===== config.mk =====
export PLATFORM = sky130hd
export DESIGN_NAME = lzed_queue
export DESIGN_NICKNAME = d
export VERILOG_FILES = /design/src/hdl/lzed_pkg.sv /design/src/hdl/lzed_queue.sv
export SDC_FILE = /design/constraint.sdc
export NUM_CORES = 1
export LEC_CHECK = 0
export ABC_AREA = 1
export BUFFER_PORTS_ARGS = -buffer_cell sky130_fd_sc_hd__buf_4
export CORE_MARGIN = 3
export CORE_UTILIZATION = 40
export DETAILED_ROUTE_END_ITERATION = 16
export PLACE_DENSITY = 0.77
export SYNTH_ARGS = -nofsm -noshare
export SYNTH_HDL_FRONTEND = slang
export SYNTH_SLANG_ARGS = --single-unit

===== constraint.sdc =====
create_clock -name i_clk -period 2.5 [get_ports i_clk]
set_input_delay 0.25 -clock i_clk [delete_from_list [all_inputs] [get_ports i_clk]]
set_output_delay 0.25 -clock i_clk [all_outputs]
set_load 0.02 [all_outputs]

===== src/hdl/lzed_pkg.sv =====
// ============================================================================
// lzed_pkg
// Shared types and constants for the escape-coded LZ77 decoder: the payload
// items of both channels, the item that runs from the front to the back, and
// the status and configuration register codes.
// ============================================================================
`default_nettype none

package lzed_pkg;

    // Default size of the history ring in bytes.
    localparam int HISTORY_DEPTH_DEF = 4096;

    // Entries of the queue between the parser and the history unit.
    localparam int QUEUE_DEPTH = 2;

    // Field widths fixed by the stream format.
    localparam int BYTE_W   = 8;
    localparam int LEN_W    = 16;
    localparam int WINDOW_W = 12;
    localparam int CFG_W    = 12;

    // Configuration register indexes.
    localparam logic CFG_ESCAPE_BYTE  = 1'b0;
    localparam logic CFG_WINDOW_LIMIT = 1'b1;

    // Request kinds on the input channel.
    localparam logic REQ_PUSH    = 1'b0;
    localparam logic REQ_ADVANCE = 1'b1;

    // Result status codes.
    typedef enum logic [1:0] {
        ST_NONE       = 2'd0,
        ST_BYTE       = 2'd1,
        ST_BAD_OFFSET = 2'd2,
        ST_BUSY       = 2'd3
    } t_status;

    // What the history unit does with a queued item.
    typedef enum logic [1:0] {
        OP_PASS    = 2'd0,
        OP_LITERAL = 2'd1,
        OP_COPY    = 2'd2
    } t_op_kind;

    // Input item.
    typedef struct packed {
        logic              req_type;
        logic [BYTE_W-1:0] in_byte;
    } t_in_item;

    // Result item.
    typedef struct packed {
        logic [BYTE_W-1:0] out_byte;
        t_status           status;
        logic [LEN_W-1:0]  copy_left;
    } t_out_item;

    // Classified item handed from the parser to the history unit.
    typedef struct packed {
        t_op_kind          kind;
        logic [BYTE_W-1:0] data;
        t_status           status;
        logic [LEN_W-1:0]  copy_left;
    } t_op;

endpackage

`default_nettype wire


===== src/hdl/lzed_queue.sv =====
// ============================================================================
// lzed_queue
// Short register queue between the parser and the history unit, so that
// each side can stall on its own.
// ============================================================================
`default_nettype none

module lzed_queue
    import lzed_pkg::*;
#(
    parameter int BACK_W = $clog2(HISTORY_DEPTH_DEF)
) (
    input  wire logic              i_clk,
    input  wire logic              i_rst_n,
    // Write side
    input  wire logic              i_push,
    input  wire t_op               i_op,
    input  wire logic [BACK_W-1:0] i_back,
    output logic                   o_full,
    // Read side
    input  wire logic              i_pop,
    output logic                   o_valid,
    output t_op                    o_op,
    output logic [BACK_W-1:0]      o_back
);

    localparam int PTR_W = $clog2(QUEUE_DEPTH);
    localparam int CNT_W = $clog2(QUEUE_DEPTH + 1);

    t_op               r_op   [QUEUE_DEPTH];
    logic [BACK_W-1:0] r_back [QUEUE_DEPTH];
    logic [PTR_W-1:0]  r_wr_ptr;
    logic [PTR_W-1:0]  r_rd_ptr;
    logic [CNT_W-1:0]  r_count;

    assign o_full  = (r_count == CNT_W'(QUEUE_DEPTH));
    assign o_valid = (r_count != '0);
    assign o_op    = r_op[r_rd_ptr];
    assign o_back  = r_back[r_rd_ptr];

    // Storage.
    always_ff @(posedge i_clk) begin
        if (i_push) begin
            r_op[r_wr_ptr]   <= i_op;
            r_back[r_wr_ptr] <= i_back;
        end
    end

    // Pointers and fill count.
    always_ff @(posedge i_clk) begin
        if (!i_rst_n) begin
            r_wr_ptr <= '0;
            r_rd_ptr <= '0;
            r_count  <= '0;
        end else begin
            if (i_push) begin
                r_wr_ptr <= r_wr_ptr + PTR_W'(1);
            end
            if (i_pop) begin
                r_rd_ptr <= r_rd_ptr + PTR_W'(1);
            end
            case ({i_push, i_pop})
                2'b10:   r_count <= r_count + CNT_W'(1);
                2'b01:   r_count <= r_count - CNT_W'(1);
                default: r_count <= r_count;
            endcase
        end
    end

endmodule

`default_nettype wire


After elaboration in Yosys (flattened, before gate mapping) --
Memories as Yosys holds them, arrays and structs flattened. A register that Yosys moved wholly into a read port is not among the register bits. Cells that the tools add are included.
Word-level totals: register bits after elaboration 4, memory bits (writable) 80, bits of input ports 44, output and inout bits 42, memories kept 2
Cells by class: add/subtract/negate cells 4, equal/unequal tests 3, mux-type cells 7, reductions and logical operators 2
Memory list:
- r_op | words 2, bits a word 28, read ports 1, clocked after Yosys merged registers in 1, write ports 1, line lzed_queue.sv:30 | t_op r_op [QUEUE_DEPTH];
- r_back | words 2, bits a word 12, read ports 1, clocked after Yosys merged registers in 1, write ports 1, line lzed_queue.sv:31 | logic [BACK_W-1:0] r_back [QUEUE_DEPTH];
Operators by type and width (number):
- two-way mux 1 bit | 6
- == test 2 bit (second input constant) | 2
- one-hot mux 2 bit (2 select lines) | 1
- nonzero test 2 bit | 2
- adder 1 bit (second input constant) | 2
- adder 2 x 1 -> 2 bit (second input constant) | 1
- == test 2 x 1 -> 1 bit (second input constant) | 1
- subtractor 2 x 1 -> 2 bit (second input constant) | 1

Logic depth before layout (Yosys ltp) --
Gate-level depths: netlist of the first run.
depth in word-level cells 3, mapped depth 7, mapped depth without buffers 7

Least setup slack after synthesis of the first run --
OpenSTA, ideal clock, no wires.
path kind register to register, start point reg r_wr_ptr, end point mem r_back[0][0] (netlist bit) (enable), setup time 438 ps, arrival time 2006 ps, data required time 2062 ps, slack 56 ps, cell stages (with the launch flop) 2, path buffers 0, cell sequence dfxtp_1 nor2_1
RTL lines:
- start, declared | line lzed_queue.sv:32 | logic [PTR_W-1:0] r_wr_ptr;
- start signal, assigned | line lzed_queue.sv:57 | r_wr_ptr <= r_wr_ptr + PTR_W'(1);
- end, declared | line lzed_queue.sv:31
Straight into the memory's write port.

==> flow_metrics.env, run 1 <==
export IMPL_rsz0062_at_grt="no"
export IMPL_area_growth_pct=31.28
export IMPL_r2r_end="r_back[0][11]"
export IMPL_yosysUniqueCellTypes=11
export IMPL_multi_input_area_sq_um=561.8
export IMPL_antenna_left=0
export IMPL_fp_row_count=31
export IMPL_setup_ws_ps=523.6
export IMPL_start_kind="register"
export IMPL_initial_core_util=0.4217
export IMPL_worst_path_largest_cell_delay_ps=630
export IMPL_endpoint="o_op[20]"
export IMPL_cts_htree_levels=3
export IMPL_ff2ff_path_depth=2
export IMPL_antenna_found_initial=0
export IMPL_drt_wl_total_um=5317
export IMPL_cap_violations=0
export IMPL_place_hpwl_um=3587
export IMPL_r2r_start="r_wr_ptr"
export IMPL_clock_sinks=85
export IMPL_p_total_mw=3.041
export IMPL_p_per_area_mw_per_mm2=741.5
export IMPL_post_cts_resized=0
export IMPL_die_y_um=94.38
export IMPL_worstPathCellList="buf_12 -> mux2_2 -> buf_4"
export IMPL_ctsHoldBuffers=0
export IMPL_first_global_vias=1755
export IMPL_finalCriticalPeriod_ps=1976
export IMPL_drt_iter0_markers=91
export IMPL_min_delay_start="i_back[2]"
export IMPL_worst_pin_slew_ps=605.8
export IMPL_clk_pin_slew_ps=80
export IMPL_seq_area_sq_mm=0.002504
export IMPL_r2r_slack_ps=1070
export IMPL_yosys_warnings=0
export IMPL_grt_pass1_wl_um=8079
export IMPL_avgViaCountPerCell=4.613
export IMPL_skew_ps=7.789
export IMPL_synthCells=159
export IMPL_clockBufferDepth=2
export IMPL_dr_pass1_iters=4
export IMPL_drc_errors=0
export IMPL_cts_buffers=9
export IMPL_port_buffers=85
export IMPL_tns_ps=0
export IMPL_ys_ff_latch=85
export IMPL_hold_viol=0
export IMPL_final_layout_size_suffix_gt1_frac=0.5543
export IMPL_core_sq_mm=0.007408
export IMPL_peakVddDrop_mv=0.3286
export IMPL_finalMaxSlewViolations=0
export IMPL_hold_ws_ps=93.50
export IMPL_worst_ep_arrival_time_ps=1730
export IMPL_finalCritPeriodShare=0.7905
export IMPL_clock_fmax_ghz=0.5060
export IMPL_die_w_um=94.38
export IMPL_path_max_fanout=23
export IMPL_finalSetupViolations=0
export IMPL_cts_root_buf="clkbuf_8"
export IMPL_num_vias=1647
export IMPL_synth_area_per_cell_sq_um=19.65
export IMPL_hold_class="in -> reg"
export IMPL_end_kind="output pin"
export IMPL_grt_max_degree=41
export IMPL_final_common_cell="buf_4"
export IMPL_cts_tree="built"
export IMPL_clk_insertion_delay_late_ps=330
export IMPL_pin_count=86
export IMPL_ys_seq_area_frac=0.8010
export IMPL_required_ps=2250
export IMPL_routedWlPerCell_um=14.89
export IMPL_critPathKind="reg -> out"
export IMPL_diodes=0
export IMPL_crit_path_top_delay_cell="dfxtp_2"
export IMPL_synth_nets=204
export IMPL_most_common_layout_cells="buf_4, edfxtp_1, mux2_2"
export IMPL_fill_cells=579
export IMPL_pre_cts_ws_ps=870.1
export IMPL_synth_area_sq_mm=0.003124
export IMPL_gp_congestion=0.6682
export IMPL_leakagePower_nw=1.558
export IMPL_outcome="completed"
export IMPL_nets=299
export IMPL_die_area_sq_mm=0.008907
export IMPL_grt_use_total=0.1236
export IMPL_overflow=0
export IMPL_cts_setup_buffers=0
export IMPL_maxSlewHeadroom=0.5951
==> critical path, delay by kind of cell, from the launching register on <==
family | cells | cell delay, ps
mux | 1 | 360
buf+inv | 2 | 400
flops | 1 | 630
==> layer usage <==
metal / GRT usage / vias up / wire (um)
li1: - / 791 / -
met2: 0.2151 / 52 / 2845
met5: 0 / - / 0
met4: 0.07100 / 0 / 125
met3: 0.03267 / 10 / 341
met1: 0.1363 / 794 / 2004
==> cell type report <==
cell class	count	area share
Inverter	6	0.005491
Multi-Input combinational cell	64	0.1370
Clock inverter	5	0.01861
Sequential cell	85	0.6104
Tap cell	99	0.03020
Timing Repair Buffer	88	0.1672
Clock buffer	10	0.03112
==> synthesized netlist by cell type <==
cell,instances,area share
dfxtp_1,5,0.032
nand2_1,9,0.011
buf_6,4,0.014
a21oi_1,1,0.0016
nor2_1,11,0.013
mux2_2,40,0.14
edfxtp_1,80,0.77
ha_1,1,0.0040
nand4_1,1,0.0020
inv_1,6,0.0072
o21ai_0,1,0.0016
==> flip-flops by register name (all words and copies together) (netlist names), named ones only <==
register  cells
r_back       24
r_count       2
r_op         56
r_rd_ptr      1
r_wr_ptr      1
==> stage by stage <==
stage                     utilization  instance area, sq um  cells
after detailed placement       0.5261                  3897    342
after CTS                      0.5536                  4101    357
after global routing           0.5536                  4101    357
after floorplan                     -                  3124    159
final                          0.5536                  4101    357
after global placement         0.5261                  3897    342
==> power by group <==
group | total [mW] | internal, mW | switching (mW) | leakage, nW
Clock | 0.980 | 0.552 | 0.427 | 0.0998
Sequential | 1.67 | 1.64 | 0.0282 | 0.793
Combinational | 0.392 | 0.193 | 0.199 | 0.665
==> worst min-delay path by stage <==
stage / cells past startpoint / slack, ps / end
after floorplan: 0 / 350 / r_back[0][0]
after CTS: 1 / 70 / r_back[0][2]
after global routing: 1 / 70 / r_back[0][9]
after detailed placement: 1 / 440 / r_back[0][2]
final: 1 / 90 / r_back[0][2]
after global placement: 1 / 440 / r_op[0][11]
==> cells by family (layout without fill, tap and decap cells) <==
| kind of cell | after synthesis | after routing | synth area share |
|---|---|---|---|
| fa+ha+maj | 1 | 1 | 0.004004 |
| flops | 85 | 85 | 0.8010 |
| mux | 40 | 40 | 0.1442 |
| buf+inv | 10 | 109 | 0.02162 |
| simple gates | 21 | 21 | 0.02603 |
| compound gates | 2 | 2 | 0.003201 |
Power figures use the tool's default switching activity.
==> run 2: changes to the inputs <==
==> constraint.sdc (replaced) <==
create_clock -name i_clk -period 1.7 [get_ports i_clk]
set_input_delay 0.17 -clock i_clk [delete_from_list [all_inputs] [get_ports i_clk]]
set_output_delay 0.17 -clock i_clk [all_outputs]
set_load 0.02 [all_outputs]
==> flow_metrics.env, run 2 (synthesis results as in run 1) <==
export IMPL_routedWlPerCell_um=14.41
export IMPL_post_cts_resized=0
export IMPL_finalSetupViolations=0
export IMPL_r2r_start="r_wr_ptr"
export IMPL_grt_max_degree=41
export IMPL_largestRegisters="r_op (56), r_back (24), r_count (2)"
export IMPL_clock_fmax_ghz=0.6069
export IMPL_r2r_slack_ps=570
export IMPL_first_global_vias=1917
export IMPL_pin_count=86
export IMPL_p_seq_frac=0.548
export IMPL_antenna_left=0
export IMPL_clk_insertion_delay_late_ps=340
export IMPL_largest_register_ffs=56
export IMPL_die_area_sq_mm=0.008907
export IMPL_finalCriticalPeriod_ps=1648
export IMPL_r2r_end="r_op[1][24]"
export IMPL_antenna_found_initial=0
export IMPL_grt_pass1_wl_um=8687
export IMPL_grt_use_total=0.1312
export IMPL_fill_cells=574
export IMPL_finalCritPeriodShare=0.9692
export IMPL_path_max_fanout=40
export IMPL_p_sw_frac=0.2326
export IMPL_final_common_cell="buf_4"
export IMPL_clockBufferDepth=2
export IMPL_area_growth_pct=42.93
export IMPL_port_buffers=85
export IMPL_worst_pin_slew_ps=304.8
export IMPL_die_w_um=94.38
export IMPL_final_area_sq_mm=0.004466
export IMPL_hold_viol=0
export IMPL_p_total_mw=4.459
export IMPL_cts_root_buf="clkbuf_8"
export IMPL_nets=337
export IMPL_outcome="completed"
export IMPL_fp_row_count=31
export IMPL_skew_ps=5.212
export IMPL_rsz0062_at_grt="no"
export IMPL_drt_wl_total_um=5705
export IMPL_worst_ep_arrival_time_ps=1480
export IMPL_cts_htree_levels=3
export IMPL_peakVddDrop_mv=0.5388
export IMPL_power_internal_mw=3.422
export IMPL_avgViaCountPerCell=4.553
export IMPL_final_layout_size_suffix_gt1_frac=0.4916
export IMPL_crit_path_top_delay_cell="mux2_2"
export IMPL_cts_buffers=9
export IMPL_tns_ps=0
export IMPL_clkPwrFrac=0.305
export IMPL_end_kind="output pin"
export IMPL_critPathKind="reg -> out"
export IMPL_crit_family="buffers and inverters"
export IMPL_finalMaxSlewViolations=0
export IMPL_leakagePower_nw=1.711
export IMPL_required_ps=1530
export IMPL_drc_errors=0
export IMPL_drt_iter0_markers=80
export IMPL_gp_congestion=0.6426
export IMPL_initial_core_util=0.4217
export IMPL_worstPathCellList="buf_12 -> mux2_2 -> buf_4"
export IMPL_most_common_layout_cells="buf_4, edfxtp_1, mux2_2"
export IMPL_clock_sinks=85
export IMPL_start_kind="register"
export IMPL_cap_violations=0
export IMPL_maxSlewHeadroom=0.7968
export IMPL_dr_pass1_iters=4
export IMPL_diodes=0
export IMPL_regMostFlops="r_op"
export IMPL_p_sw_mw=1.037
export IMPL_p_per_area_mw_per_mm2=998.6
export IMPL_ff2ff_path_depth=3
export IMPL_overflow=0
export IMPL_cp_num_buf_inv=2
export IMPL_comb_power_share=0.147
export IMPL_worst_path_largest_cell_delay_ps=370
export IMPL_placed_area_sq_mm=0.003905
export IMPL_multi_input_area_sq_um=561.8
export IMPL_min_delay_start="i_op[2]"
export IMPL_clk_pin_slew_ps=80
export IMPL_die_y_um=94.38
export IMPL_seq_area_sq_mm=0.002504
export IMPL_hold_path_depth=1
export IMPL_min_to="r_op[0][2]"
export IMPL_cts_tree="built"
export IMPL_core_sq_mm=0.007408
export IMPL_place_hpwl_um=3534
export IMPL_num_vias=1803
export IMPL_hold_class="in -> reg"
==> run 2: worst reg2reg max path, stage by stage (launching register included) <==
cell and delay, ps:
dfxtp_1 400, nand2_1 100, inv_2 80, buf_12 240
==> run 2: cell type report <==
cell class,count,area share
Tap cell,99,0.02774
Inverter,6,0.005043
Multi-Input combinational cell,64,0.1258
Timing Repair Buffer,126,0.2382
Clock buffer,9,0.02774
Sequential cell,85,0.5607
Clock inverter,7,0.01485
==> run 2: worst max path at each step <==
stage | start | to | slack, ps | cells past startpoint
after detailed placement | register | o_op[9] | 420 | 3
after CTS | register | o_op[9] | 40 | 3
after floorplan | r_wr_ptr | r_back[1][0] | 60 | 2
after global routing | register | o_op[5] | 3 | 3
final | register | o_op[25] | 50 | 3
after global placement | register | o_op[9] | 420 | 3
==> run 2: through the flow <==
stage | setup slack, ps | hold WS (ps) | std cells | util
detailed placement | 421.0 | 357.5 | 343 | 0.5271
CTS | 37.45 | 0.1298 | 394 | 0.6001
floorplan | 60.29 | 268.9 | 159 | -
finish | 52.39 | 22.83 | 396 | 0.6028
global placement | 424.2 | 354.5 | 343 | 0.5271
global route | 3.393 | 1.951 | 396 | 0.6028
==> run 2: timing repair <==
action                                 in CTS  in global routing
buffers inserted                            0                  0
setup endpoints to repair                   0                  0
hold buffers                               35                  2
endpoints found under the hold margin      66                  4
==> run 2: metal layers <==
metal	track usage	part of all wire	vias up
met5	0	0	-
li1	-	-	866
met3	0.03187	0.056	7
met1	0.1423	0.39	879
met4	0.06859	0.017	0
met2	0.2364	0.54	51
==> run 2: power groups by stage <==
| stage | sequential (mW) | clock (mW) | combinational [mW] |
|---|---|---|---|
| after floorplan | 2.48 | 0 | 0.324 |
| after global placement | 2.48 | 0 | 0.589 |
| after detailed placement | 2.49 | 0 | 0.598 |
| after CTS | 2.44 | 1.40 | 0.665 |
| after global routing | 2.45 | 1.49 | 0.707 |
| final | 2.44 | 1.36 | 0.656 |
