[src/hdl/lzed_pkg.sv]
// ============================================================================
// lzed_pkg
// Shared types and constants for the escape-coded LZ77 decoder: the payload
// items of both channels, the item that runs from the front to the back, and
// the status and configuration register codes.
// ============================================================================
`default_nettype none

package lzed_pkg;

    // Default size of the history ring in bytes.
    localparam int HISTORY_DEPTH_DEF = 4096;

    // Entries of the queue between the parser and the history unit.
    localparam int QUEUE_DEPTH = 2;

    // Field widths fixed by the stream format.
    localparam int BYTE_W   = 8;
    localparam int LEN_W    = 16;
    localparam int WINDOW_W = 12;
    localparam int CFG_W    = 12;

    // Configuration register indexes.
    localparam logic CFG_ESCAPE_BYTE  = 1'b0;
    localparam logic CFG_WINDOW_LIMIT = 1'b1;

    // Request kinds on the input channel.
    localparam logic REQ_PUSH    = 1'b0;
    localparam logic REQ_ADVANCE = 1'b1;

    // Result status codes.
    typedef enum logic [1:0] {
        ST_NONE       = 2'd0,
        ST_BYTE       = 2'd1,
        ST_BAD_OFFSET = 2'd2,
        ST_BUSY       = 2'd3
    } t_status;

    // What the history unit does with a queued item.
    typedef enum logic [1:0] {
        OP_PASS    = 2'd0,
        OP_LITERAL = 2'd1,
        OP_COPY    = 2'd2
    } t_op_kind;

    // Input item.
    typedef struct packed {
        logic              req_type;
        logic [BYTE_W-1:0] in_byte;
    } t_in_item;

    // Result item.
    typedef struct packed {
        logic [BYTE_W-1:0] out_byte;
        t_status           status;
        logic [LEN_W-1:0]  copy_left;
    } t_out_item;

    // Classified item handed from the parser to the history unit.
    typedef struct packed {
        t_op_kind          kind;
        logic [BYTE_W-1:0] data;
        t_status           status;
        logic [LEN_W-1:0]  copy_left;
    } t_op;

endpackage

`default_nettype wire

[src/hdl/lzed_front.sv]
// ============================================================================
// lzed_front
// Token parser. Holds the configuration registers, walks the escape, length
// and offset bytes, counts down the pending copy and hands one classified
// item per accepted input item to the queue.
// ============================================================================
`default_nettype none

module lzed_front
    import lzed_pkg::*;
#(
    parameter int HISTORY_DEPTH = HISTORY_DEPTH_DEF,
    parameter int PW            = $clog2(HISTORY_DEPTH)
) (
    input  wire logic                i_clk,
    input  wire logic                i_rst_n,
    // Configuration writes
    input  wire logic                i_cfg_wr_en,
    input  wire logic                i_cfg_index,
    input  wire logic [CFG_W-1:0]    i_cfg_wdata,
    // Input channel
    input  wire logic                i_in_valid,
    input  wire t_in_item            i_in_item,
    output logic                     o_accept,
    // Queue write side
    input  wire logic                i_full,
    output t_op                      o_op,
    output logic [PW-1:0]            o_back
);

    // Parser phases.
    typedef enum logic [5:0] {
        PH_IDLE    = 6'b000001,
        PH_LEN_LO  = 6'b000010,
        PH_LEN_HI  = 6'b000100,
        PH_DIST_LO = 6'b001000,
        PH_DIST_HI = 6'b010000,
        PH_COPY    = 6'b100000
    } t_phase;

    // Tables for the offset modulo the ring size, split by offset byte.
    typedef logic [255:0][PW-1:0] t_lo_tbl;
    typedef logic [15:0][PW-1:0]  t_hi_tbl;

    function automatic t_lo_tbl f_lo_tbl();
        t_lo_tbl tbl;
        for (int i = 0; i < 256; i++) begin
            tbl[i] = PW'(i % HISTORY_DEPTH);
        end
        return tbl;
    endfunction

    function automatic t_hi_tbl f_hi_tbl();
        t_hi_tbl tbl;
        for (int i = 0; i < 16; i++) begin
            tbl[i] = PW'((i * 256) % HISTORY_DEPTH);
        end
        return tbl;
    endfunction

    localparam t_lo_tbl LoModTbl = f_lo_tbl();
    localparam t_hi_tbl HiModTbl = f_hi_tbl();

    logic [BYTE_W-1:0]   r_escape;
    logic [WINDOW_W-1:0] r_window;
    t_phase              r_phase, n_phase;
    logic [LEN_W-1:0]    r_len, n_len;
    logic [BYTE_W-1:0]   r_dist_lo, n_dist_lo;
    logic [PW-1:0]       r_back, n_back;

    logic [LEN_W-1:0]    len_m1;
    logic [LEN_W-1:0]    len_full;
    logic [LEN_W-1:0]    dist_full;
    logic                dist_bad;
    logic [PW:0]         back_sum;
    logic [PW-1:0]       back_mod;
    t_op                 op;

    assign o_accept = i_in_valid && !i_full;

    // Offset reduced modulo the ring size; only used when the offset passed.
    assign back_sum = {1'b0, LoModTbl[r_dist_lo]} + {1'b0, HiModTbl[i_in_item.in_byte[3:0]]};
    assign back_mod = (back_sum >= (PW+1)'(HISTORY_DEPTH))
                    ? PW'(back_sum - (PW+1)'(HISTORY_DEPTH))
                    : back_sum[PW-1:0];

    assign len_m1    = r_len - LEN_W'(1);
    assign len_full  = {i_in_item.in_byte, r_len[BYTE_W-1:0]};
    assign dist_full = {i_in_item.in_byte, r_dist_lo};
    assign dist_bad  = (dist_full == '0) || (dist_full > {4'h0, r_window});

    // Classify the item and work out the next parser state.
    always_comb begin
        n_phase   = r_phase;
        n_len     = r_len;
        n_dist_lo = r_dist_lo;
        n_back    = r_back;
        op        = '{kind: OP_PASS, data: '0, status: ST_NONE, copy_left: '0};
        if (i_in_item.req_type == REQ_ADVANCE) begin
            if (r_phase == PH_COPY) begin
                n_len = len_m1;
                if (len_m1 == '0) begin
                    n_phase = PH_IDLE;
                end
                op.kind      = OP_COPY;
                op.status    = ST_BYTE;
                op.copy_left = len_m1;
            end
        end else begin
            case (r_phase)
                PH_IDLE: begin
                    if (i_in_item.in_byte == r_escape) begin
                        n_phase = PH_LEN_LO;
                    end else begin
                        op.kind   = OP_LITERAL;
                        op.data   = i_in_item.in_byte;
                        op.status = ST_BYTE;
                    end
                end
                PH_LEN_LO: begin
                    n_len   = {8'h00, i_in_item.in_byte};
                    n_phase = PH_LEN_HI;
                end
                PH_LEN_HI: begin
                    n_len = len_full;
                    if (len_full == '0) begin
                        n_phase   = PH_IDLE;
                        op.kind   = OP_LITERAL;
                        op.data   = r_escape;
                        op.status = ST_BYTE;
                    end else begin
                        n_phase = PH_DIST_LO;
                    end
                end
                PH_DIST_LO: begin
                    n_dist_lo = i_in_item.in_byte;
                    n_phase   = PH_DIST_HI;
                end
                PH_DIST_HI: begin
                    if (dist_bad) begin
                        n_phase   = PH_IDLE;
                        n_len     = '0;
                        op.status = ST_BAD_OFFSET;
                    end else begin
                        n_phase      = PH_COPY;
                        n_back       = back_mod;
                        op.copy_left = r_len;
                    end
                end
                PH_COPY: begin
                    op.status    = ST_BUSY;
                    op.copy_left = r_len;
                end
                default: begin
                    n_phase = PH_IDLE;
                end
            endcase
        end
    end

    assign o_op   = op;
    assign o_back = r_back;

    // Parser state, advanced on each accepted item.
    always_ff @(posedge i_clk) begin
        if (!i_rst_n) begin
            r_phase   <= PH_IDLE;
            r_len     <= '0;
            r_dist_lo <= '0;
            r_back    <= '0;
        end else if (o_accept) begin
            r_phase   <= n_phase;
            r_len     <= n_len;
            r_dist_lo <= n_dist_lo;
            r_back    <= n_back;
        end
    end

    // Configuration registers.
    always_ff @(posedge i_clk) begin
        if (!i_rst_n) begin
            r_escape <= '0;
            r_window <= '1;
        end else if (i_cfg_wr_en) begin
            case (i_cfg_index)
                CFG_ESCAPE_BYTE:  r_escape <= i_cfg_wdata[BYTE_W-1:0];
                CFG_WINDOW_LIMIT: r_window <= i_cfg_wdata[WINDOW_W-1:0];
                default: begin
                end
            endcase
        end
    end

endmodule

`default_nettype wire

[config.mk]
export PLATFORM = sky130hd
export DESIGN_NAME = lzed_front
export DESIGN_NICKNAME = d
export VERILOG_FILES = /design/src/hdl/lzed_pkg.sv /design/src/hdl/lzed_front.sv
export SDC_FILE = /design/constraint.sdc
export NUM_CORES = 1
export LEC_CHECK = 0
export BUFFER_PORTS_ARGS = -buffer_cell sky130_fd_sc_hd__buf_2
export CAP_MARGIN = 10
export CORE_MARGIN = 2
export CORE_UTILIZATION = 60
export DETAILED_ROUTE_END_ITERATION = 12
export PLACE_DENSITY = 0.84
export SETUP_SLACK_MARGIN = 0.15
export SYNTH_ARGS = -nofsm -noshare
export SYNTH_HDL_FRONTEND = slang
export SYNTH_SLANG_ARGS = --single-unit
[constraint.sdc]
create_clock -name i_clk -period 4.98 [get_ports i_clk]
set_input_delay 0.996 -clock i_clk [delete_from_list [all_inputs] [get_ports i_clk]]
set_output_delay 0.996 -clock i_clk [all_outputs]
set_load 0.1 [all_outputs]
After elaboration in Yosys (flattened, before gate mapping)
Memories as Yosys holds them, arrays and structs flattened. A register that Yosys moved wholly into a read port is not among the register bits.
Index checks and enable logic that the tools add are counted.

storage, ports and cells
  word-level logic and storage cells = 73
  bits in registers = 62
  input bits = 27
  bits in read-only memories = 3264
  memories kept = 2

memory list
  name             depth  bits a word  read ports  clocked after Yosys merged registers in  wr ports  line              source
  (no name shown)  256    12           1           1                                        0         lzed_front.sv:82  assign back_sum = {1'b0, LoModTbl[r_dist_lo]} + {1'b0, HiModTbl[i_in_item.in_byte[3:0]]};
  (no name shown)  16     12           1           0                                        0         lzed_front.sv:82

cells by class
  $lt $le $gt $ge = 4
  bitwise operators = 3
  equality and inequality tests = 12
  add/sub/neg operators = 3
  multiplexer cells = 27
  reduce and logical (&&, ||, !) cells = 15

operator list
  operator                                                    count
  zero test 16 bit                                            3
  two-way mux 16 bit                                          3
  one-hot mux 16 bit (3 select lines)                         1
  two-way mux 12 bit                                          3
  one-hot mux 6 bit (6 select lines)                          1
  one-hot mux 16 bit (2 select lines)                         1
  two-way mux 6 bit                                           5
  two-way mux 8 bit                                           3
  two-way mux 11 bit                                          2
  one-hot mux 10 bit (2 select lines)                         1
  two-way mux 18 bit                                          1
  two-way mux 17 bit                                          1
  > comparator 16 x 12 -> 1 bit                               1
  subtractor 16 x 1 -> 16 bit (second input constant)         1
  adder 12 x 12 -> 13 bit                                     1
  greater-or-equal comparator 13 bit (second input constant)  1
  subtractor 12 x 1 -> 12 bit (second input constant)         1
  < comparator 8 x 9 -> 1 bit (second input constant)         1
  equality test 8 bit                                         1
  one-hot mux 2 bit (4 select lines)                          1
  AND reduction 4 bit                                         2
  equality test 6 x 1 -> 1 bit (second input constant)        1
  equality test 6 x 2 -> 1 bit (second input constant)        1
  equality test 6 x 3 -> 1 bit (second input constant)        1
  other kinds (18)                                            26

Depth between registers and ports, before layout
Gate-level depths: netlist of the first run.

  word-level depth = 5
  depth in mapped cells = 11
  depth with buffers taken out = 9

Worst setup path after synthesis of the first run
No wires, ideal clock.

  path kind = in2out
  start = in i_in_item[8] in the netlist's numbering
  end = out o_op[8] in the netlist's numbering
  setup slack = -284 ps
  buffers on the path = 2
  stages = 6
  required time = 3984 ps
  data arrival time = 4268 ps
  cell sequence = buf_2 > nand2_1 > inv_1 > clkbuf_1 > a31oi_1 > a31oi_1

RTL lines
  item             line              source
  start, declared  lzed_front.sv:23  input wire t_in_item i_in_item,
  end, declared    lzed_front.sv:27  output t_op o_op,

==> flow_summary_export.csv, run 1 <==
group,metric,value,unit
sta,fin_ws,0.350,ns
min_path,hold-path-cell-count,2,
sta,worstMarginPinSlew,1.10,ns
floorplanning,die_w,87.9,µm
synth,synth_cells,516,
power_and_ir_drop,power_frac_seq,45.2,%
routing,first_pass_iters,6,
placed_design,place_ws,0.389,ns
global_routing,grt-ovfl-total,0,
min_path,hold_start,"back_sum[3]",
placed_design,postPlaceCellArea,4570,µm²
finish,fin_cells,661,
global_routing,grt_use_total,33.3,%
clocking,cts_tree,"yes",
power_and_ir_drop,power.total,1.28,mW
status,status,"finished clean",
floorplanning,core_area,6790,µm²
routing,drc_errors,0,
worst_setup_path,rrSetupSlack,1.79,ns
finish,fin_area,4800,µm²
routing,wl_per_cell,18.7,µm
floorplanning,io_pins,68,
global_routing,grt_pass1_wl,19700,µm
synth,ys_seq_area_share,33.2,%
power_and_ir_drop,power.internal,0.907,mW
synth,yosysTopAreaCell,"dfxtp_1",
sta,rsz0062_at_grt,"false",
sta,fmax,216,MHz
sta,relSlewSlack,26.8,%
worst_setup_path,r2r-end,"r_phase[0]",
placed_design,numPlacedInstances,645,
sta,finalHoldViolCount,0,
synth,synth_top_area_share,33.2,%
synth,syn_nets,558,
clocking,cts_buffers,9,
placed_design,port_buffers,67,
placed_design,dp_hpwl,8600,µm
sta,slew_viol_final,0,
synth,yosysWarnings,0,
worst_setup_path,required,3.98,ns
placed_design,gp_congestion,0.941,
clocking,cts-hold-fix-buffers,0,
clocking,h-tree-depth,3,
finish,final_nets,602,
finish,drive_gt1_share,20.2,%
clocking,ctsRootBufferMaster,"clkbuf_8",
worst_setup_path,cp-startpoint,"i_in_item[3]",
global_routing,antenna_found_initial,0,
floorplanning,row_count,30,
floorplanning,die_area,7730,µm²
power_and_ir_drop,power.density,267,nW/µm²
worst_setup_path,critPathMaxFanout,9,
synth,synth-seq-cells,70,
floorplanning,die_h,87.9,µm
clocking,cts.clk_slew.worst_paths,0.08,ns
routing,routed-via-count,4254,
min_path,min_to,"o_back[3]",
sta,fin_crit_sh,93.0,%
routing,routed_wirelength,12300,µm
power_and_ir_drop,netSwitchingFraction,29.1,%
sta,skew,0.00979,ns
clocking,cts_setup_buffers,0,
power_and_ir_drop,p_leak,2.31,nW
clocking,cts_sinks,70,
min_path,hold_path_class,"flip-flop to flip-flop",
global_routing,grt_pass1_vias,3961,
synth,synthFlopType,"dfxtp_1",
global_routing,grt_start_max_net_pins,40,
finish,antenna_cells,0,
worst_setup_path,rr_worst_depth,9,
routing,via_per_inst,6.44,
finish,n_fill_cell,548,
worst_setup_path,end_kind,"primary output",
synth,synth_enable_flop_cells,0,
sta,final-setup-viol-count,0,
clocking,ctsResizeCount,0,
power_and_ir_drop,power.ir.vdd_worst,286,µV
power_and_ir_drop,power_frac_comb,12.9,%
synth,synthTopCellsByArea,"dfxtp_1, mux2i_1, nand2_1",
worst_setup_path,cp.arrival,3.63,ns
sta,period_needed,4.63,ns
worst_setup_path,r2r_start,"r_len[0]",
power_and_ir_drop,clock_power_share,41.9,%
synth,postSynth.asyncResetShare,0,%
floorplanning,start_util,62.2,%
synth,synth.distinct_cells,71,
worst_setup_path,crit_path_start_kind,"primary input",
worst_setup_path,crit_type,"primary input to primary output",
power_and_ir_drop,p_sw,0.372,mW
job,cap_violations,0,
clocking,cts_buffer_depth,2,
routing,drtIter0Drc,377,
synth,synth_area,4230,µm²
sta,tns,0,ns
clocking,insertion_delay,0.36,ns
synth,avgSynthCellArea,8.19,µm²
finish,area_delta_synth_final,13.5,%
routing,drtAntennaViolNets,0,
## critical path: stages
cell	delay, ns
buf_2	0.17
ha_1	0.35
a21oi_1	0.20
o221ai_1	0.14
o31a_1	0.35
o31a_1	0.40
nor2_2	0.37
a221o_1	0.23
buf_2	0.42
## how the worst max path moves through the flow
stage,slack [ns],to,cells after the start
2_1_floorplan,0.21,o_op[4],4
3_3_place_gp,0.45,o_op[14],9
3_5_place_dp,0.39,o_op[14],9
4_1_cts,0.37,o_op[14],9
5_1_grt,0.26,o_op[7],9
6_report,0.35,o_op[14],9
## flip-flops by register name, indices dropped and copies added, names as in the netlist
register and cells:
back_sum 8, r_len 16, r_phase 6, r_window 12, r_escape 8, r_dist_lo 8
o_back 12
## cell usage in the layout (no fill, tap or decap), drive strengths merged, types with 13 or more instances in the layout
master and instances:
dfxtp 70, nor2 54, a21oi 25, o211ai 15, nor4 14, buf 71, a22oi 13, o21ai 17
ha 15, inv 23, nand2 58, xor2 13, mux2i 30
## power by group through the flow
stage	clock network, mW	registers [mW]	logic [mW]
4_1_cts	0.538	0.578	0.162
6_report	0.536	0.578	0.165
3_3_place_gp	0	0.591	0.157
3_5_place_dp	0	0.591	0.161
2_1_floorplan	0	0.588	0.121
5_1_grt	0.567	0.580	0.176
## synth_stat cells (5+ instances only)
master,instances
nand3_1,7
nor2b_1,9
nor4_1,12
o21ai_0,14
o22ai_1,12
ha_1,15
mux2i_1,30
nand4_1,9
nor3_1,9
o211ai_1,14
a21oi_1,24
nor2_1,50
nand2_1,58
buf_2,7
dfxtp_1,70
a211oi_1,5
xor2_1,13
clkbuf_1,28
a22o_1,5
a22oi_1,13
inv_1,20
nand3b_1,6
## through the flow
step | hold WS [ns] | util [%]
final | 0.479 | 70.6
after floorplan | 0.437 | -
after detailed placement | 0.468 | 67.2
after global routing | 0.498 | 70.6
after global placement | 0.449 | 67.2
after CTS | 0.482 | 70.6
## cells by family (layout without fill, tap and decap cells)
logic type,count (synthesis),count (layout),synth area share (%)
and+or+nand+nor,199,199,24.5
AOI/OAI and AO/OA,130,130,22.3
DFF,70,70,33.2
buffers and inverters,58,107,5.54
muxes,30,30,7.11
adders and majority gates,15,15,4.44
xor gates and xnor gates,14,14,2.90
## cell type report
cell class / instances / area (µm²) / area share (%)
clock inverters: 7 / 105 / 2.19
repair buffers: 71 / 365 / 7.62
clock buffers: 9 / 124 / 2.58
multi-input cells: 388 / 2610 / 54.3
well taps: 96 / 120 / 2.50
flip-flops and latches: 70 / 1400 / 29.2
inverters: 20 / 75.1 / 1.56
## per-layer routing
layer,up-vias,share of wire [%],GRT usage (%)
li1,1969,-,-
met1,1992,39,40.0
met2,236,49,56.4
met3,57,8.0,7.07
met4,0,4.2,16.5
met5,-,0,0
Note: power is estimated with default switching activity, not from simulation.
==> run 2: changes to the inputs <==
--- a/config.mk
+++ b/config.mk
@@ -5,10 +5,12 @@
 export SDC_FILE = /design/constraint.sdc
 export NUM_CORES = 1
 export LEC_CHECK = 0
+export ABC_AREA = 1
 export BUFFER_PORTS_ARGS = -buffer_cell sky130_fd_sc_hd__buf_2
 export CAP_MARGIN = 10
 export CORE_MARGIN = 2
 export CORE_UTILIZATION = 60
+export CTS_CLUSTER_SIZE = 30
 export DETAILED_ROUTE_END_ITERATION = 12
 export PLACE_DENSITY = 0.84
 export SETUP_SLACK_MARGIN = 0.15
==> run 2 against run 1 <==
Cell count up 14%. Hold slack got worse by 0.018 ns. Register-to-register slack gained 0.77 ns. Cell area decreased by 2.1%. Count of clock-buffer cells in the layout increased by 1. Global-route usage fell by 0.69 points. Critical path depth grew 2. Power rose by 4.3%. Clock power down 4.1%. Area after synthesis shrank 2.6%.
==> flow_summary_export.csv, run 2 <==
group,metric,value,unit
routing,drtIter0Drc,330,
synth,synth.distinct_cells,38,
clocking,ctsRootBufferMaster,"clkbuf_8",
power_and_ir_drop,clock_power_share,38.5,%
clocking,cts-hold-fix-buffers,0,
global_routing,grt_start_max_net_pins,50,
synth,syn_nets,654,
routing,drtAntennaViolNets,0,
routing,drc_errors,0,
synth,ys_seq_area_share,34.1,%
worst_setup_path,critical_path.top_delay_family,"simple AND/OR/NAND/NOR gates",
sta,rsz0062_at_grt,"false",
finish,area_delta_synth_final,14.1,%
floorplanning,row_count,30,
floorplanning,start_util,61.2,%
routing,route.met2.wl,5720,µm
floorplanning,io_pins,68,
sta,final-setup-viol-count,0,
worst_setup_path,critPathMaxStageDelay,0.50,ns
sta,tns,0,ns
clocking,cts_sinks,70,
clocking,cts_buffers,9,
clocking,cts_buffer_depth,2,
routing,wl_met3,793,µm
worst_setup_path,required,3.98,ns
finish,top_register,"r_len",
finish,final_common_cell,"nand2_1",
placed_design,place_ws,0.743,ns
clocking,h-tree-depth,3,
synth,synthTopCellsByArea,"dfxtp_1, nand2_1, o21ai_0",
placed_design,gp_congestion,0.980,
power_and_ir_drop,netSwitchingFraction,30.6,%
power_and_ir_drop,power.internal,0.925,mW
min_path,hold_path_class,"flip-flop to flip-flop",
power_and_ir_drop,p_leak,2.29,nW
worst_setup_path,end_kind,"primary output",
global_routing,grt_pass1_vias,4015,
worst_setup_path,crit_buf_inv,2,
sta,relSlewSlack,50.1,%
sta,slew_viol_final,0,
sta,fmax,233,MHz
worst_setup_path,crit_type,"primary input to primary output",
finish,fin_cells,756,
finish,final_util,69.9,%
synth,synth_cells,612,
worst_setup_path,cp.arrival,3.29,ns
routing,wl_per_cell,15.5,µm
finish,antenna_cells,0,
placed_design,numPlacedInstances,740,
sta,finalHoldViolCount,0,
job,cap_violations,0,
sta,skew,0.0170,ns
sta,fin_ws,0.694,ns
routing,wl_met1,4670,µm
floorplanning,die_w,86.8,µm
routing,routed-via-count,4465,
worst_setup_path,critPathSlowestCell,"o21ai_2",
sta,period_needed,4.29,ns
status,status,"finished clean",
synth,yosysWarnings,0,
routing,first_pass_iters,6,
global_routing,grt_use_total,32.6,%
synth,postSynth.asyncResetShare,0,%
sta,hold_slack,0.462,ns
synth,synth_area,4110,µm²
clocking,insertion_delay,0.36,ns
power_and_ir_drop,power_frac_comb,17.5,%
synth,synth-seq-cells,70,
power_and_ir_drop,p_sw,0.409,mW
synth,yosysTopAreaCell,"dfxtp_1",
routing,routed_wirelength,11700,µm
synth,synth_top_area_share,34.1,%
sta,worstMarginPinSlew,0.748,ns
global_routing,grt_pass1_wl,19100,µm
routing,via_per_inst,5.91,
synth,synthMostInstantiatedCell,"nand2_1",
global_routing,antenna_found_initial,0,
finish,final_nets,713,
global_routing,grt-ovfl-total,0,
finish,largest_register_ffs,16,
clocking,ctsResizeCount,0,
worst_setup_path,worstPathCellList,"buf_2 -> ha_1 -> nand2_1 -> nor3_2 -> nand3_1 -> nand2_1 -> nand2_2 -> o21ai_2 -> nand3_1 -> o21ai_0 -> buf_2",
finish,drive_gt1_share,17.8,%
floorplanning,die_h,86.8,µm
power_and_ir_drop,power.density,284,nW/µm²
synth,synthFlopType,"dfxtp_1",
synth,synth_enable_flop_cells,0,
worst_setup_path,critPathMaxFanout,14,
sta,fin_crit_sh,86.1,%
synth,avgSynthCellArea,6.72,µm²
power_and_ir_drop,power.ir.vdd_worst,250,µV
placed_design,dp_hpwl,8570,µm
clocking,cts.clk_slew.worst_paths,0.08,ns
clocking,cts_setup_buffers,0,
worst_setup_path,crit_path_start_kind,"primary input",
clocking,cts_tree,"yes",
finish,final_cell_mix,"nand2_1, nor2_1, dfxtp_1",
floorplanning,core_area,6720,µm²
routing,top_layer_used,"met4",
floorplanning,die_area,7540,µm²
placed_design,port_buffers,67,
synth,ys_top_cells_by_count,"nand2_1, nor2_1, dfxtp_1",
power_and_ir_drop,power_frac_seq,43.9,%
## run 2: cell types whose count changed in the layout (fill, tap and decap cells not counted), moves of 10 or more
cell / delta
nor4_1: -10
nand2_1: +78
mux2i_1: -29
a22oi_1: -13
nand3_1: +35
a21oi_1: +25
o22ai_1: -11
o21ai_0: +47
xor2_1: -10
inv_1: +40
nor2_1: +21
## run 2: final cells by class
class                      instances  area (µm²)
inverter                          67         251
fill                             600        2020
timing repair buffer              69         350
sequential                        70        1400
clock buffer                      10         128
clock inverter                     6        93.8
multi-input combinational        454        2370
tap                               80         100
## run 2: kinds of logic (layout without fill, tap and decap cells)
logic type,after synthesis,in the layout,share of synthesized area (%)
AO/OA/AOI/OAI,133,133,18.0
XOR/XNOR,8,8,1.70
adder cells (fa/ha/maj),15,15,4.56
buffers and inverters,88,152,8.33
flip-flops,70,70,34.1
AND/OR/NAND/NOR,298,298,33.4
## run 2: worst reg2reg max path: cells and delay by family, from the launching register on
kind | cells | cell delay [ns]
xor+xnor | 1 | 0.34
flops | 1 | 0.44
buf+inv | 1 | 0.15
fa+ha+maj | 1 | 0.29
compound gates | 1 | 0.07
simple gates | 10 | 1.02
## run 2: per-layer routing
| metal | up-vias | GRT usage (%) |
|---|---|---|
| met5 | - | 0 |
| met1 | 2054 | 39.5 |
| li1 | 2138 | - |
| met3 | 49 | 4.29 |
| met2 | 224 | 55.6 |
| met4 | 0 | 18.0 |
## run 2: through the flow
step                      instance area, µm²  power [mW]
after CTS                               4690        1.33
final                                   4690        1.33
after detailed placement                4470       0.826
after global placement                  4470       0.821
after floorplan                         4110       0.767
after global routing                    4690        1.39
## run 2: power by group through the flow
stage | logic [mW] | clock network [mW] | registers, mW
final | 0.234 | 0.514 | 0.586
after global routing | 0.256 | 0.543 | 0.588
after CTS | 0.229 | 0.514 | 0.586
after detailed placement | 0.228 | 0 | 0.599
after global placement | 0.223 | 0 | 0.598
after floorplan | 0.173 | 0 | 0.594
## run 2: final timing paths
path                     start    endpoint  slack, ns  cells after the start
hold / removal     back_sum[1]   o_back[1]       0.46                      2
setup reg to reg      r_len[0]  r_phase[2]       2.56                     14
hold reg to reg    back_sum[1]   o_back[1]       0.46                      2
setup / recovery  i_in_item[3]    o_op[15]       0.69                     11
==> run 3: changes to the inputs <==
--- a/config.mk
+++ b/config.mk
@@ -6,13 +6,14 @@
 export NUM_CORES = 1
 export LEC_CHECK = 0
 export ABC_AREA = 1
-export BUFFER_PORTS_ARGS = -buffer_cell sky130_fd_sc_hd__buf_2
 export CAP_MARGIN = 10
 export CORE_MARGIN = 2
 export CORE_UTILIZATION = 60
+export CTS_CLUSTER_DIAMETER = 50
 export CTS_CLUSTER_SIZE = 30
 export DETAILED_ROUTE_END_ITERATION = 12
-export PLACE_DENSITY = 0.84
+export DONT_BUFFER_PORTS = 1
+export PLACE_DENSITY = 0.76
 export SETUP_SLACK_MARGIN = 0.15
 export SYNTH_ARGS = -nofsm -noshare
 export SYNTH_HDL_FRONTEND = slang
==> run 3 against run 2 <==
Wire length is 1.8% lower. Power is 6.9% lower. Count of clock-buffer cells in the layout is 1 lower. Global-route usage is 1.0 points lower. Largest power group unchanged. Combinational power is 6% lower. Die area stayed put. First-iteration DRC count is 3.3% lower. Core utilization is 2.4 points lower. Sequential share of layout area is 1.0 points higher.
==> flow_summary_export.csv, run 3 (synthesis gave the netlist of run 2 again) <==
group,metric,value,unit
worst_setup_path,critPathSlowestCell,"o21ai_2",
sta,final-setup-viol-count,0,
finish,top_register,"r_len",
global_routing,grt_use_total,31.6,%
clocking,cts.clk_slew.worst_paths,0.09,ns
placed_design,dp_hpwl,8480,µm
worst_setup_path,worstPathCellList,"ha_1 -> a21oi_1 -> o21ai_0 -> nor2_1 -> nand2_1 -> nand2_1 -> nand2_2 -> o21ai_2 -> nand3_1 -> o21ai_2",
finish,fin_cells,705,
finish,final_cell_mix,"nand2_1, nor2_1, dfxtp_1",
sta,hold_slack,0.455,ns
worst_setup_path,cp.arrival,3.07,ns
worst_setup_path,crit_type,"primary input to primary output",
global_routing,grt-ovfl-total,0,
sta,relSlewSlack,26.3,%
clocking,ctsResizeCount,0,
routing,drtIter0Drc,319,
clocking,h-tree-depth,3,
global_routing,antenna_found_initial,0,
worst_setup_path,critPathMaxStageDelay,0.52,ns
worst_setup_path,critPathMaxFanout,14,
placed_design,port_buffers,0,
clocking,cts_buffer_depth,2,
finish,area_delta_synth_final,10.2,%
sta,worstMarginPinSlew,1.11,ns
worst_setup_path,critical_path.top_delay_family,"compound AO/OA/AOI/OAI gates",
sta,finalHoldViolCount,0,
global_routing,grt_start_max_net_pins,50,
worst_setup_path,r2r_start,"r_phase[2]",
sta,fin_crit_sh,81.6,%
floorplanning,die_w,86.8,µm
floorplanning,die_area,7540,µm²
sta,skew,0.0124,ns
floorplanning,row_count,30,
clocking,cts_buffers,9,
placed_design,numPlacedInstances,689,
clocking,cts-hold-fix-buffers,0,
floorplanning,io_pins,68,
finish,n_fill_cell,604,
finish,drive_gt1_share,15.2,%
worst_setup_path,crit_path_start_kind,"primary input",
global_routing,grt_pass1_wl,18500,µm
sta,fmax,246,MHz
clocking,cts_setup_buffers,0,
placed_design,gp_congestion,0.991,
power_and_ir_drop,p_leak,2.07,nW
worst_setup_path,crit_buf_inv,0,
routing,routed_wirelength,11500,µm
job,cap_violations,0,
routing,drtAntennaViolNets,0,
floorplanning,core_area,6720,µm²
power_and_ir_drop,power.density,274,nW/µm²
routing,routed-via-count,4124,
worst_setup_path,rrSetupSlack,2.52,ns
clocking,cts_tree,"yes",
routing,drc_errors,0,
finish,largest_register_ffs,16,
floorplanning,die_h,86.8,µm
sta,slew_viol_final,0,
sta,period_needed,4.07,ns
power_and_ir_drop,power.ir.vdd_worst,235,µV
routing,first_pass_iters,5,
min_path,hold_path_class,"flip-flop to flip-flop",
finish,final_common_cell,"nand2_1",
worst_setup_path,required,3.98,ns
worst_setup_path,end_kind,"primary output",
status,status,"finished clean",
global_routing,grt_pass1_vias,3846,
sta,tns,0,ns
clocking,ctsRootBufferMaster,"clkbuf_8",
finish,final_nets,662,
routing,wl_per_cell,16.3,µm
min_path,hold_start,"back_sum[7]",
worst_setup_path,cp-startpoint,"i_in_item[3]",
floorplanning,start_util,61.2,%
sta,rsz0062_at_grt,"false",
finish,antenna_cells,0,
routing,via_per_inst,5.85,
clocking,insertion_delay,0.36,ns
clocking,cts_sinks,70,
run 3: metrics by stage:
stage	cell area [µm²]	power [mW]	setup WS, ns	utilization, %
4_1_cts	4540	1.24	0.982	67.5
3_5_place_dp	4350	0.813	0.982	64.7
3_3_place_gp	4350	0.810	1.09	64.7
5_1_grt	4540	1.29	0.708	67.5
2_1_floorplan	4110	0.767	0.188	-
6_report	4540	1.24	0.914	67.5
run 3: layer usage:
| layer | vias up | wire [µm] | GRT usage [%] |
|---|---|---|---|
| met5 | - | 0 | 0 |
| met2 | 142 | 5660 | 53.2 |
| met3 | 30 | 641 | 6.67 |
| met4 | 0 | 323 | 12.6 |
| li1 | 2039 | - | - |
| met1 | 1913 | 4890 | 39.1 |
run 3: area by class of cell:
| cell class | count | area (µm²) | area share (%) |
|---|---|---|---|
| Multi-Input combinational cell | 454 | 2460 | 54.3 |
| Sequential cell | 70 | 1400 | 30.9 |
| Inverter | 67 | 251 | 5.54 |
| Timing Repair Buffer | 18 | 135 | 2.98 |
| Clock buffer | 9 | 124 | 2.73 |
| Tap cell | 80 | 100 | 2.21 |
| Clock inverter | 7 | 61.3 | 1.35 |
run 3: worst paths after layout:
path	end	cells after the start
max	o_op[12]	10
min	o_back[7]	2
max reg2reg	r_phase[3]	13
min reg2reg	o_back[7]	2
run 3: tightest hold or removal path: cells and delay by family (launching register included):
kind             cells  cell delay [ns]
flip-flops           1             0.31
AND/OR/NAND/NOR      2             0.12
run 3: power breakdown:
part | switching (mW) | total [mW] | leakage (nW) | internal [mW]
registers | 0.0127 | 0.586 | 0.569 | 0.573
logic | 0.156 | 0.219 | 1.41 | 0.0630
clock network | 0.247 | 0.437 | 0.0888 | 0.190
total | 0.416 | 1.24 | 2.07 | 0.827
